### src/hdl/utd_pkg.sv
// ----------------------------------------------------------------------------
// UTF-8 to UTF-16 decoder package
// Shared types, constants and the result helper used by the decoder files.
// ----------------------------------------------------------------------------
`default_nettype none

package utd_pkg;

  // Replacement character for every malformed or unsupported input.
  localparam logic [15:0] REPL_UNIT = 16'hFFFD;

  // Lead byte ranges.
  localparam logic [7:0] ASCII_TOP = 8'h7F;
  localparam logic [7:0] LEAD2_LO  = 8'hC2;
  localparam logic [7:0] LEAD2_HI  = 8'hDF;
  localparam logic [7:0] LEAD3_LO  = 8'hE0;
  localparam logic [7:0] LEAD3_HI  = 8'hEF;
  localparam logic [7:0] LEAD4_LO  = 8'hF0;
  localparam logic [7:0] LEAD4_HI  = 8'hF4;

  // Leads that narrow the range of the second byte.
  localparam logic [7:0] LEAD_E0 = 8'hE0;
  localparam logic [7:0] LEAD_ED = 8'hED;
  localparam logic [7:0] LEAD_F0 = 8'hF0;
  localparam logic [7:0] LEAD_F4 = 8'hF4;

  // Continuation byte limits.
  localparam logic [7:0] CONT_LO    = 8'h80;
  localparam logic [7:0] CONT_HI    = 8'hBF;
  localparam logic [7:0] E0_CONT_LO = 8'hA0;
  localparam logic [7:0] ED_CONT_HI = 8'h9F;
  localparam logic [7:0] F0_CONT_LO = 8'h90;
  localparam logic [7:0] F4_CONT_HI = 8'h8F;

  // Sequence lengths.
  localparam logic [2:0] LEN_NONE = 3'd0;
  localparam logic [2:0] LEN_TWO  = 3'd2;
  localparam logic [2:0] LEN_THR  = 3'd3;
  localparam logic [2:0] LEN_FOUR = 3'd4;

  // Output queue geometry: room for two full results pairs.
  localparam int unsigned OUT_DEPTH = 4;
  localparam int unsigned OUT_PTR_W = 2;
  localparam int unsigned OUT_CNT_W = 3;

  // Decoder state carried from byte to byte.
  typedef struct packed {
    logic [2:0]  seq_len;
    logic [1:0]  taken;
    logic [20:0] accum;
    logic [7:0]  nxt_lo;
    logic [7:0]  nxt_hi;
  } dec_state_t;

  localparam dec_state_t STATE_IDLE = '{
    seq_len: LEN_NONE,
    taken:   2'd0,
    accum:   21'd0,
    nxt_lo:  CONT_LO,
    nxt_hi:  CONT_HI
  };

  // Up to two code units produced by one byte.
  typedef struct packed {
    logic [1:0]  count;
    logic [15:0] unit0;
    logic [15:0] unit1;
  } dec_result_t;

  // One entry of the output queue.
  typedef struct packed {
    logic        text_end;
    logic        run_last;
    logic [15:0] unit;
  } out_entry_t;

  // Appends a code unit to the result pair.
  function automatic dec_result_t push_unit(dec_result_t r, logic [15:0] u);
    dec_result_t n;
    n = r;
    if (r.count == 2'd0) begin
      n.unit0 = u;
    end else begin
      n.unit1 = u;
    end
    n.count = r.count + 2'd1;
    return n;
  endfunction

endpackage

`default_nettype wire

### src/hdl/utf8_to_utf16_validating_decoder.sv
// Throughput: one byte per cycle while the output queue has room; a byte
// that yields two code units takes two output beats, and the four-entry
// output queue absorbs the extra unit. An accepted byte is held in the
// input register, released only when the queue has room for two units.
// Reset (rst_ni low, asynchronous) closes any open sequence and empties the
// input register and the output queue.
// ----------------------------------------------------------------------------
// UTF-8 to UTF-16 validating decoder
// Streams UTF-8 bytes in and UTF-16 code units out, replacing malformed
// input with U+FFFD.
// ----------------------------------------------------------------------------
`default_nettype none

module utf8_to_utf16_validating_decoder (
  input  logic        clk_i,
  input  logic        rst_ni,
  // Input stream.
  input  logic        s_axis_tvalid,
  output logic        s_axis_tready,
  input  logic [7:0]  s_axis_tdata,  // [7:0] data_byte
  input  logic        s_axis_tlast,  // text_last
  // Output stream.
  output logic        m_axis_tvalid,
  input  logic        m_axis_tready,
  output logic [15:0] m_axis_tdata,  // [15:0] code_unit
  output logic        m_axis_tuser,  // run_last
  output logic        m_axis_tlast   // text_end
);
  import utd_pkg::*;

  logic                 in_vld_q, in_vld_d;
  logic [7:0]           in_byte_q;
  logic                 in_last_q;
  logic                 s_beat;
  logic                 advance;
  dec_state_t           state_q, state_d;
  dec_result_t          res;
  out_entry_t           queue_q [OUT_DEPTH];
  logic [OUT_PTR_W-1:0] wr_ptr_q, rd_ptr_q;
  logic [OUT_CNT_W-1:0] count_q, count_d;
  logic [1:0]           push_n;
  logic                 pop;
  out_entry_t           entry0, entry1;
  out_entry_t           head;

  // Input register handshake.
  assign advance       = in_vld_q && (count_q <= OUT_CNT_W'(OUT_DEPTH - 2));
  assign s_axis_tready = !in_vld_q || advance;
  assign s_beat        = s_axis_tvalid && s_axis_tready;

  always_comb begin
    in_vld_d = in_vld_q;
    if (s_beat) begin
      in_vld_d = 1'b1;
    end else if (advance) begin
      in_vld_d = 1'b0;
    end
  end

  always_ff @(posedge clk_i or negedge rst_ni) begin
    if (!rst_ni) begin
      in_vld_q <= 1'b0;
    end else begin
      in_vld_q <= in_vld_d;
    end
  end

  always_ff @(posedge clk_i) begin
    if (s_beat) begin
      in_byte_q <= s_axis_tdata;
      in_last_q <= s_axis_tlast;
    end
  end

  // Decode of the registered byte.
  utd_step u_step (
    .state_i (state_q),
    .byte_i  (in_byte_q),
    .last_i  (in_last_q),
    .state_o (state_d),
    .res_o   (res)
  );

  always_ff @(posedge clk_i or negedge rst_ni) begin
    if (!rst_ni) begin
      state_q <= STATE_IDLE;
    end else if (advance) begin
      state_q <= state_d;
    end
  end

  // Queue entries: the final unit of a byte carries the run and text marks.
  assign entry0 = '{text_end: (res.count == 2'd1) && in_last_q,
                    run_last: (res.count == 2'd1),
                    unit:     res.unit0};
  assign entry1 = '{text_end: in_last_q, run_last: 1'b1, unit: res.unit1};

  assign push_n  = advance ? res.count : 2'd0;
  assign pop     = m_axis_tvalid && m_axis_tready;
  assign count_d = count_q + OUT_CNT_W'(push_n) - OUT_CNT_W'(pop);

  // Output queue storage.
  always_ff @(posedge clk_i) begin
    if (push_n != 2'd0) begin
      queue_q[wr_ptr_q] <= entry0;
    end
    if (push_n == 2'd2) begin
      queue_q[wr_ptr_q + OUT_PTR_W'(1)] <= entry1;
    end
  end

  // Output queue pointers and fill level.
  always_ff @(posedge clk_i or negedge rst_ni) begin
    if (!rst_ni) begin
      wr_ptr_q <= '0;
      rd_ptr_q <= '0;
      count_q  <= '0;
    end else begin
      wr_ptr_q <= wr_ptr_q + OUT_PTR_W'(push_n);
      rd_ptr_q <= rd_ptr_q + OUT_PTR_W'(pop);
      count_q  <= count_d;
    end
  end

  // Output beat from the queue head.
  assign head          = queue_q[rd_ptr_q];
  assign m_axis_tvalid = (count_q != '0);
  assign m_axis_tdata  = head.unit;
  assign m_axis_tuser  = head.run_last;
  assign m_axis_tlast  = head.text_end;

endmodule

`default_nettype wire

### src/hdl/utd_step.sv
// ----------------------------------------------------------------------------
// UTF-8 decoder step
// Combinational decode of one byte against the current sequence state,
// giving the next state and up to two UTF-16 code units.
// ----------------------------------------------------------------------------
`default_nettype none

module utd_step (
  input  utd_pkg::dec_state_t  state_i,
  input  logic [7:0]           byte_i,
  input  logic                 last_i,
  output utd_pkg::dec_state_t  state_o,
  output utd_pkg::dec_result_t res_o
);
  import utd_pkg::*;

  logic        mismatch;
  logic        as_lead;
  logic [1:0]  taken_inc;
  logic [20:0] accum_inc;
  logic        complete;
  dec_state_t  nxt;
  dec_result_t res;

  // A byte outside the allowed window breaks the open sequence.
  assign mismatch  = (state_i.seq_len != LEN_NONE) &&
                     ((byte_i < state_i.nxt_lo) || (byte_i > state_i.nxt_hi));
  assign as_lead   = (state_i.seq_len == LEN_NONE) || mismatch;
  assign taken_inc = state_i.taken + 2'd1;
  assign accum_inc = {state_i.accum[14:0], byte_i[5:0]};
  assign complete  = (taken_inc == 2'd0) || ({1'b0, taken_inc} >= state_i.seq_len);

  always_comb begin
    nxt = state_i;
    res = '{count: 2'd0, unit0: 16'd0, unit1: 16'd0};

    if (as_lead) begin
      // A broken prefix gives one replacement, then the byte starts afresh.
      if (mismatch) begin
        res = push_unit(res, REPL_UNIT);
      end
      nxt = STATE_IDLE;
      if (byte_i <= ASCII_TOP) begin
        res = push_unit(res, {8'd0, byte_i});
      end else if (byte_i inside {[LEAD2_LO:LEAD2_HI]}) begin
        nxt.seq_len = LEN_TWO;
        nxt.taken   = 2'd1;
        nxt.accum   = {16'd0, byte_i[4:0]};
      end else if (byte_i inside {[LEAD3_LO:LEAD3_HI]}) begin
        nxt.seq_len = LEN_THR;
        nxt.taken   = 2'd1;
        nxt.accum   = {17'd0, byte_i[3:0]};
        if (byte_i == LEAD_E0) nxt.nxt_lo = E0_CONT_LO;
        if (byte_i == LEAD_ED) nxt.nxt_hi = ED_CONT_HI;
      end else if (byte_i inside {[LEAD4_LO:LEAD4_HI]}) begin
        nxt.seq_len = LEN_FOUR;
        nxt.taken   = 2'd1;
        nxt.accum   = {18'd0, byte_i[2:0]};
        if (byte_i == LEAD_F0) nxt.nxt_lo = F0_CONT_LO;
        if (byte_i == LEAD_F4) nxt.nxt_hi = F4_CONT_HI;
      end else begin
        res = push_unit(res, REPL_UNIT);
      end
    end else begin
      // Continuation byte: gather six more bits.
      nxt.accum  = accum_inc;
      nxt.taken  = taken_inc;
      nxt.nxt_lo = CONT_LO;
      nxt.nxt_hi = CONT_HI;
      if (complete) begin
        if (accum_inc[20:16] != 5'd0) begin
          res = push_unit(res, REPL_UNIT);
        end else begin
          res = push_unit(res, accum_inc[15:0]);
        end
        nxt = STATE_IDLE;
      end
    end

    // The end of a text closes any unfinished sequence.
    if (last_i && (nxt.seq_len != LEN_NONE)) begin
      res = push_unit(res, REPL_UNIT);
      nxt = STATE_IDLE;
    end
  end

  assign state_o = nxt;
  assign res_o   = res;

endmodule

`default_nettype wire

### config.mk
export PLATFORM = sky130hd
export DESIGN_NAME = utf8_to_utf16_validating_decoder
export DESIGN_NICKNAME = d
export VERILOG_FILES = /design/src/hdl/utd_pkg.sv /design/src/hdl/utf8_to_utf16_validating_decoder.sv /design/src/hdl/utd_step.sv
export SDC_FILE = /design/constraint.sdc
export NUM_CORES = 1
export LEC_CHECK = 0
export ABC_AREA = 1
export BUFFER_PORTS_ARGS = -buffer_cell sky130_fd_sc_hd__buf_2
export CAP_MARGIN = 10
export CORE_UTILIZATION = 55
export DETAILED_ROUTE_END_ITERATION = 10
export PLACE_DENSITY = 0.74
export SYNTH_ARGS = -nofsm -noshare
export SYNTH_HDL_FRONTEND = slang
export SYNTH_SLANG_ARGS = --single-unit
export TNS_END_PERCENT = 10
### constraint.sdc
create_clock -name clk_i -period 4.7 [get_ports clk_i]
set_input_delay 0.94 -clock clk_i [delete_from_list [all_inputs] [get_ports clk_i]]
set_output_delay 0.94 -clock clk_i [all_outputs]
set_load 0.01 [all_outputs]
# Yosys cells after proc, flatten, opt, wreduce, memory -nomap -nowiden
# Memories as Yosys holds them, arrays and structs flattened.
# Index checks and enable logic that the tools add are counted.
totals:
  out_inout_bits: 20
  reg_bits: 53
  memories: 1
  mem_bits_rw: 72
op_classes:
  n_eq_ne: 6
  add_sub_neg: 8
  n_lt_le_gt_ge: 11
  muxes: 35
  reduce_logical: 24
mem_list:
  columns: ["memory", "words", "word_bits", "read_ports", "rd_ports_with_merged_regs", "write_ports", "line_no", "source"]
  rows:
  - ["queue_q", 4, 18, 1, 0, 2, "utf8_to_utf16_validating_decoder.sv:38", "out_entry_t queue_q [OUT_DEPTH];"]
ops:
  columns: ["operator", "n"]
  rows:
  - ["$mux 34", 8]
  - ["$mux 42", 6]
  - ["$mux 16", 7]
  - ["$mux 33", 1]
  - ["$eq 8x8->1 const B", 4]
  - ["$mux 32", 1]
  - ["$mux 26", 1]
  - ["$ge 8x8->1 const B", 3]
  - ["$le 8x8->1 const B", 3]
  - ["$mux 6", 3]
  - ["$logic_and 1x1->1", 9]
  - ["$reduce_bool 3->1", 3]
  - ["$add 2x1->2 const B", 4]
  - ["$gt 8x8->1", 1]
  - ["$le 8x7->1 const B", 1]
  - ["$lt 8x8->1", 1]
  - ["$logic_not 2->1", 3]
  - ["$mux 1", 6]
  - ["$mux 5", 1]
  - ["$reduce_bool 5->1", 1]
  - ["$logic_or 1x1->1", 4]
  - ["$reduce_bool 2->1", 2]
  - ["$add 3x2->3", 1]
  - ["$ge 2x3->1", 1]
  - ["other kinds (9)", 9]

# Depth between registers and ports, before layout
# Gate-level depths: netlist of the first run.
logic_depth:
  depth_word: 19
  ltp_mapped: 25
  mapped_depth_nobuf: 24

# Cells and area by module
# From an unflattened synthesis of the first run, not the netlist that was laid out.
hier_totals:
  hier_cells: 935
  hier_area_um2: 7778.7
modules_own_cells:
  columns: ["mod", "cells_per_inst", "seq_area_each_um2", "area_per_inst_um2", "instances"]
  rows:
  - ["utf8_to_utf16_validating_decoder", 608, 3653.5, 5903.2, 1]
  - ["utd_step", 327, 0.0, 1875.5, 1]

# Worst setup path before layout of the first run
# No wires, ideal clock.
synth_timing:
  path_type: "reg2reg"
  start: "register state_q[5] (netlist name)"
  end: "register count_q[2]"
  path_buffers: 0
  stages_incl_launch_ff: 25
  arrival_ns: 3.482
  t_required_ns: 4.571
  path_slack_ns: 1.089
  setup_time_ns: 0.129
  cell_sequence: "dfstp_2 > inv_1 > ha_1 > inv_1 > nand2_1 > nand2_1 > a21oi_2 > nand2_1 > nand2_2 > ha_1 > inv_1 > nand4_1 > nand2_1 > nor2_1 > nand2_1 > nand2_1 > inv_1 > ha_1 > inv_1 > nand2_4 > nand3_4 > ha_1 > fa_1 > xnor2_1 > xor2_1"
synth_via:
  elab_chain_cells: 16
synth_lines:
  columns: ["element", "line_no", "source"]
  rows:
  - ["from (decl)", "utf8_to_utf16_validating_decoder.sv:36", "dec_state_t state_q, state_d;"]
  - ["from (signal assigned)", "utf8_to_utf16_validating_decoder.sv:88", "state_q <= state_d;"]
  - ["$gt 8x8->1 *", "utd_step.sv:27", "((byte_i < state_i.nxt_lo) || (byte_i > state_i.nxt_hi));"]
  - ["$logic_or 1x1->1 *", "utd_step.sv:27", null]
  - ["$logic_and 1x1->1 *", "utd_step.sv:26", "assign mismatch = (state_i.seq_len != LEN_NONE) &&"]
  - ["$mux 33", "utd_step.sv:39", "if (mismatch) begin"]
  - ["$mux 34", "utd_step.sv:37", "if (as_lead) begin"]
  - ["$add 2x1->2", "utd_pkg.sv:86", "n.count = r.count + 2'd1;"]
  - ["$mux 34", "utd_step.sv:55", "end else if (byte_i inside {[LEAD4_LO:LEAD4_HI]}) begin"]
  - ["$mux 34", "utd_step.sv:49", "end else if (byte_i inside {[LEAD3_LO:LEAD3_HI]}) begin"]
  - ["$mux 34", "utd_step.sv:45", "end else if (byte_i inside {[LEAD2_LO:LEAD2_HI]}) begin"]
  - ["$mux 34", "utd_step.sv:43", "if (byte_i <= ASCII_TOP) begin"]
  - ["$mux 34", "utd_step.sv:37", null]
  - ["$add 2x1->2", "utd_pkg.sv:86", null]
  - ["$mux 34 *", "utd_step.sv:81", "if (last_i && (nxt.seq_len != LEN_NONE)) begin"]
  - ["$mux 2 *", "utf8_to_utf16_validating_decoder.sv:98", "assign push_n = advance ? res.count : 2'd0;"]
  - ["$add 3x2->3 *", "utf8_to_utf16_validating_decoder.sv:100", "assign count_d = count_q + OUT_CNT_W'(push_n) - OUT_CNT_W'(pop);"]
  - ["$sub 3x1->3 *", "utf8_to_utf16_validating_decoder.sv:100", null]
  - ["named net count_d[2]", "utf8_to_utf16_validating_decoder.sv:40", "logic [OUT_CNT_W-1:0] count_q, count_d;"]
  - ["to (signal assigned)", "utf8_to_utf16_validating_decoder.sv:121", "count_q <= count_d;"]
  - ["to (decl)", "utf8_to_utf16_validating_decoder.sv:40", null]
# The timed path passes the listed nets; every way through them passes the cells marked *. The select of a mux whose other input is x is not followed.
# A chain may end at the register's enable or synchronous reset.

# Final worst setup path of the first run
# Same ends and word-level chain as after synthesis.

==> results of run 1 <==
[state kept, by name (all words and copies together), names as in the netlist]
register   flops
queue_q       72
in_vld_q       1
in_last_q      1
in_byte_q      8
count_q        3
rd_ptr_q       2
state_q       24
wr_ptr_q       2
[synth_stat cells (all sizes together)]
| library cell | instances |
|---|---|
| dfxtp | 4 |
| nand2 | 127 |
| a32o | 1 |
| nand4 | 42 |
| a21boi | 1 |
| a21o | 1 |
| nand3 | 104 |
| nand3b | 1 |
| o22ai | 28 |
| edfxtp | 77 |
| nor2 | 61 |
| clkbuf | 22 |
| dfstp | 2 |
| o32ai | 1 |
| buf | 18 |
| a22oi | 1 |
| inv | 63 |
| o21ai | 82 |
| o31ai | 1 |
| a21oi | 8 |
| dfrtp | 30 |
| fa | 1 |
| ha | 14 |
| clkinv | 2 |
| o311ai | 1 |
| xor2 | 3 |
| xnor2 | 2 |
[layout make-up]
| cell class | count | area [µm²] |
|---|---|---|
| clock buffer | 17 | 425 |
| timing repair buffer | 43 | 250 |
| multi-input combinational | 480 | 2630 |
| sequential | 113 | 3200 |
| clock inverter | 15 | 155 |
| inverter | 65 | 249 |
| fill | 862 | 3910 |
| tap | 140 | 175 |
[power breakdown]
group	switching (mW)	leakage [nW]	internal [mW]
logic	1.99	1.68	0.729
registers	0.173	1.17	1.51
clock network	0.482	0.272	0.782
total	2.64	3.12	3.02
[kinds of logic after synthesis]
logic type      count (synthesis)  share of synthesized area (%)
buf+inv                       105                           7.24
compound gates                125                           11.3
fa+ha+maj                      15                           3.11
simple gates                  335                           26.7
xor+xnor                        5                          0.698
flops                         113                           50.9
[routing by layer]
layer	vias up	GRT usage [%]
li1	2510	-
met1	2489	36.9
met2	255	43.7
met3	40	6.22
met4	0	11.5
met5	-	0
[final timing paths]
path | end | depth (start not counted)
worst max-delay path | count_q[2] | 24
worst min-delay path | queue_q[1][16] | 2
worst max register to register | count_q[2] | 24
worst min register to register | queue_q[1][16] | 2
max in group asynchronous | state_q[18] | 1
min in group asynchronous | in_vld_q | 1
[worst register-to-register path, cell delays in order, from the launching register on]
cell	delay, ns
dfstp_2	0.53
inv_1	0.06
ha_1	0.31
inv_1	0.05
nand2_1	0.05
nand2_1	0.08
a21oi_2	0.14
nand2_1	0.08
nand2_2	0.16
ha_1	0.26
inv_1	0.05
nand4_1	0.08
nand2_1	0.09
nor2_1	0.04
nand2_1	0.10
nand2_1	0.11
inv_1	0.08
ha_1	0.22
inv_1	0.10
nand2_4	0.07
nand3_4	0.11
ha_1	0.26
fa_1	0.44
xnor2_1	0.17
xor2_1	0.16
==> flow_summary.toml, run 1 <==
[power]
power.static_leakage_nw = 3.12
cellPowerDensity_mw_per_mm2 = 799
vdd.ir_drop.worst_mv = 0.521
finalPower_mw = 5.66

[layout]
fin_cells = 873
drive_gt1_share_pct = 15.3
utilization_pct = 64.4
final_cell_mix = "nand2_1, nand3_1, edfxtp_1, o21ai_0, inv_1"
synthToLayoutAreaGrowth_pct = 12.8
most_frequent_standard_cell_in_the_layout_excluding_fill_and_tap_cells = "nand2_1"
n_diodes = 0
final_cell_area_mm2 = 0.00708
num-nets-final = 748

[clock_tree]
cts_made_buffers = 17
cts_tree = "done"
post_cts_resized = 0
post_cts_setup_repair_bufs = 0
worstSkewPairLatency_ns = 0.41
cts_max_level = 4
root_cell_of_the_clock_tree = "clkbuf_16"
clk_path_buf_depth = 2
cts_hold_buf = 0
worst_setup_hold_path_clk_slew_ns = 0.06
clock_sinks = 113

[sta]
maxSlewHeadroom_pct = 38.0
final_min_period_over_clock_period_pct = 82.8
rsz0062_at_grt = "false"
fin_crit_ns = 3.89
skew_ns = 0.00761
timing.setup.tns_ns = 0
report.final.slew_viol_count = 0
fin_worst_hold_slack_ns = 0.461
worst-slew-pin-transition_ns = 0.925
setup_slack_ns = 0.807
timing_hold_violations_final = 0
maxClockFrequency_mhz = 257
finalSetupViolCount = 0

[hold_path]
min_path_type = "flip-flop to flip-flop"
hp-start = "queue_q[1][16]"

[route]
remaining_drc_errors = 0
detail_route.iter0.violations = 354
route.met3.wl_um = 1180
wirelength_met1_um = 6660
dr_total_vias = 5294
wl_per_cell_um = 17.6
via_per_inst = 6.06
pre_antenna_drt_iters = 5
detail-route-antenna-nets = 0
topRoutingLayerUsed = "met4"
postRouteWirelength_um = 15400
met2_wl_post_dr_um = 7210

[run]
cap_viol_max_count = 0

[logic_synthesis]
postSynthNetCount = 726
post_synth.cell_area_avg_um2 = 8.99
synthCells = 698
synth_seq_area_share_pct = 50.9
mappedNetlistArea_mm2 = 0.00627
synth_largest_area_cell = "edfxtp_1"
synth_area_leaders = "edfxtp_1, dfrtp_1, nand3_1"
yosys.area.top_type_share_pct = 36.9
yosys_warnings = 0
synth_cell_types = 43
synth.ff_latch_count = 113

[place]
place.detailed.hpwl_um = 10300
number_of_buffer_cells_added_on_primary_ports = 32
gp_routability_congestion = 0.931
placed_instance_count = 840
placement.cell_area_mm2 = 0.00648
pre_cts_slack_ns = 0.821

[die]
die_width_um = 109
chipHeight_um = 109
core_area_mm2 = 0.0110
initial_core_utilization_pct = 57.1
site_rows = 38
die_area_mm2 = 0.0118
boundaryPins = 33

[setup_path]
worstPathMaxFanout = 7
critical_path.reg2reg.startpoint = "state_q[5]"
path_cells = "inv_1 > ha_1 > inv_1 > nand2_1 > nand2_1 > a21oi_2 > nand2_1 > nand2_2 > ha_1 > inv_1 > nand4_1 > nand2_1 > nor2_1 > nand2_1 > nand2_1 > inv_1 > ha_1 > inv_1 > nand2_4 > nand3_4 > ha_1 > fa_1 > xnor2_1 > xor2_1"
path_delay_family = "adder cells"
cell_repeated_most_along_the_worst_path = "nand2_1"
critPathLaunch = "state_q[5]"
worst-setup-path-type = "flip-flop to flip-flop"
setup.worst_path.end_class = "flip-flop"
startpoint_type = "flip-flop"
cp_data_required_time_ns = 5.04
crit_path_top_delay_cell = "dfstp_2"
crit_buf_inv = 5
worst_reg_to_reg_setup_slack_ns = 0.81
crit_arrival_ns = 4.23
critPathMaxStageDelay_ns = 0.53

[grt]
track_usage_pct = 27.6
antenna_found_initial = 0
global_route_wire_length_before_repair_um = 24400
vias_in_the_first_global_route = 4913
grt_start_max_net_pins = 59
grt.overflow.total = 0

[status]
outcome = "finished clean"
Power figures use the tool's default switching activity.
==> inputs of run 2 (changes only) <==
Settings changed: PLACE_DENSITY 0.74 to 0.77.
Clock period 4.7 ns to 3.4 ns, I/O delays scaled along.
==> run 2 against run 1 <==
  * The run now ends with negative setup slack left
  * Worst setup slack got worse by 0.92 ns
  * Clock-buffer cell count rose by 1
  * Non-clock buffer count rose by 38
  * Highest routed layer unchanged
  * Sequential power rose by 36%
  * Largest cell class unchanged
  * Largest power group unchanged
  * Final cell count rose by 4.4%
==> flow_summary.toml, run 2 (synthesis gave the netlist of run 1 again) <==
[grt]
antenna_found_initial = 0
global_route_wire_length_before_repair_um = 24800
grt.overflow.total = 0
grt_start_max_net_pins = 61
track_usage_pct = 28.2
vias_in_the_first_global_route = 5062

[sta]
final_min_period_over_clock_period_pct = 103
setup_slack_ns = -0.111
maxClockFrequency_mhz = 285
report.final.slew_viol_count = 0
timing.setup.tns_ns = -0.111
fin_crit_ns = 3.51
rsz0062_at_grt = "true"
timing_hold_violations_final = 0
finalSetupViolCount = 1
maxSlewHeadroom_pct = 39.0
worst-slew-pin-transition_ns = 0.909
skew_ns = 0.00776

[layout]
final_cell_mix = "nand2_1, nand3_1, edfxtp_1, o21ai_0, nor2_1"
n_diodes = 0
most_frequent_standard_cell_in_the_layout_excluding_fill_and_tap_cells = "nand2_1"
n_fill_cell = 815
reg_top3 = "queue_q: 72 flops, state_q: 24 flops, in_byte_q: 8 flops"
num-nets-final = 786
flip_flop_count_of_the_largest_register_all_copies_and_words_added = 72
drive_gt1_share_pct = 24.0
registers.top_by_ff_count = "queue_q"
synthToLayoutAreaGrowth_pct = 22.8

[status]
violations = "negative setup slack"
outcome = "finished, violations left"

[die]
die_area_mm2 = 0.0118
chipHeight_um = 109
die_width_um = 109
boundaryPins = 33
site_rows = 38
initial_core_utilization_pct = 57.1
core_area_mm2 = 0.0110

[place]
place.detailed.hpwl_um = 10600
number_of_buffer_cells_added_on_primary_ports = 32
gp_routability_congestion = 0.957
pre_cts_slack_ns = -0.239

[setup_path]
critPathMaxStageDelay_ns = 0.52
cp_data_required_time_ns = 3.74
setup.worst_path.end_class = "flip-flop"
crit_arrival_ns = 3.85
worstPathMaxFanout = 3
cell_repeated_most_along_the_worst_path = "inv_2"
worst_reg_to_reg_setup_slack_ns = -0.11
crit_path_top_delay_cell = "dfstp_2"
path_delay_family = "adder cells"
startpoint_type = "flip-flop"
worst-setup-path-type = "flip-flop to flip-flop"
path_cells = "inv_2 > ha_4 > inv_2 > nand2_2 > nand2_2 > a21oi_2 > nand2_1 > nand2_2 > buf_4 > inv_1 > ha_1 > nand3_1 > nand2_1 > nand3_2 > inv_2 > nor2_2 > ha_4 > inv_2 > nand2_4 > nand3_4 > ha_4 > fa_2 > xnor2_2 > xor2_1"
crit_buf_inv = 6

[clock_tree]
cts_made_buffers = 17
clk_path_buf_depth = 2
cts_max_level = 4
worstSkewPairLatency_ns = 0.42
clock_sinks = 113
root_cell_of_the_clock_tree = "clkbuf_16"
cts_tree = "done"
worst_setup_hold_path_clk_slew_ns = 0.05

[route]
remaining_drc_errors = 0
detail_route.iter0.violations = 572
pre_antenna_drt_iters = 8
detail-route-antenna-nets = 0
dr_total_vias = 5484
postRouteWirelength_um = 16400
wl_per_cell_um = 18.0
via_per_inst = 6.02

[run]
cap_viol_max_count = 0

[hold_path]
min_path_type = "primary input to asynchronous set/reset pin"

[power]
power.static_leakage_nw = 3.34
cellPowerDensity_mw_per_mm2 = 1140
vdd.ir_drop.worst_mv = 0.754
==> run 2: worst register-to-register path, cell delays in order (launching register included) <==
cell and delay (ns):
dfstp_2 0.52, inv_2 0.05, ha_4 0.27, inv_2 0.03, nand2_2 0.05, nand2_2 0.06
a21oi_2 0.12, nand2_1 0.08, nand2_2 0.10, buf_4 0.12, inv_1 0.03, ha_1 0.16
nand3_1 0.07, nand2_1 0.07, nand3_2 0.07, inv_2 0.04, nor2_2 0.17, ha_4 0.23
inv_2 0.06, nand2_4 0.06, nand3_4 0.10, ha_4 0.21, fa_2 0.40, xnor2_2 0.18
xor2_1 0.18
==> run 2: what timing repair did <==
| item | 4_1_cts | 5_1_grt |
|---|---|---|
| pin swaps | 9 | 13 |
| hold buffers | 0 | 0 |
| setup endpoints to repair | 127 | 139 |
| cloned | 0 | 2 |
| buffers inserted | 2 | 6 |
| resized for setup | 19 | 30 |
==> run 2: path summary, 6_finish.rpt <==
path / startpoint / endpoint / cells past startpoint
setup / recovery: state_q[5] / count_q[2] / 24
hold / removal: rst_ni / in_vld_q / 1
setup reg to reg: state_q[5] / count_q[2] / 24
hold reg to reg: queue_q[2][16] / queue_q[2][16] / 2
max in group asynchronous: rst_ni / state_q[13] / 1
min in group clk_i: s_axis_tdata[7] / in_byte_q[7] / 1
==> run 2: per-stage QoR <==
stage | cells | hold WS [ns] | power, mW | utilization (%) | area (µm²)
finish | 911 | 0.315 | 8.76 | 70.1 | 7700
global route | 911 | 0.371 | 9.28 | 70.1 | 7700
CTS | 903 | 0.339 | 8.30 | 68.0 | 7460
detailed placement | 869 | 0.456 | 6.37 | 61.8 | 6790
global placement | 869 | 0.445 | 6.22 | 61.8 | 6790
floorplan | 698 | 0.384 | 5.14 | - | 6300
==> run 2: layout make-up <==
type / instances / area, µm² / area share, %
clock buffer: 18 / 429 / 5.57
clock inverter: 14 / 156 / 2.03
inverter: 65 / 259 / 3.36
multi-input combinational: 480 / 2840 / 36.9
sequential: 113 / 3200 / 41.5
tap: 140 / 175 / 2.27
timing repair buffer: 81 / 641 / 8.32
==> run 2: power by group <==
part           switching [mW]  internal, mW  leakage, nW
clock network           0.667          1.09        0.274
logic                    3.13          1.60         1.90
registers               0.201          2.08         1.17
==> run 2: layer usage <==
| metal | share of wire [%] | global-route usage (%) |
|---|---|---|
| met1 | 39 | 34.1 |
| met2 | 51 | 48.7 |
| met3 | 8.0 | 6.22 |
| met4 | 2.5 | 11.5 |
| met5 | 0 | 0 |
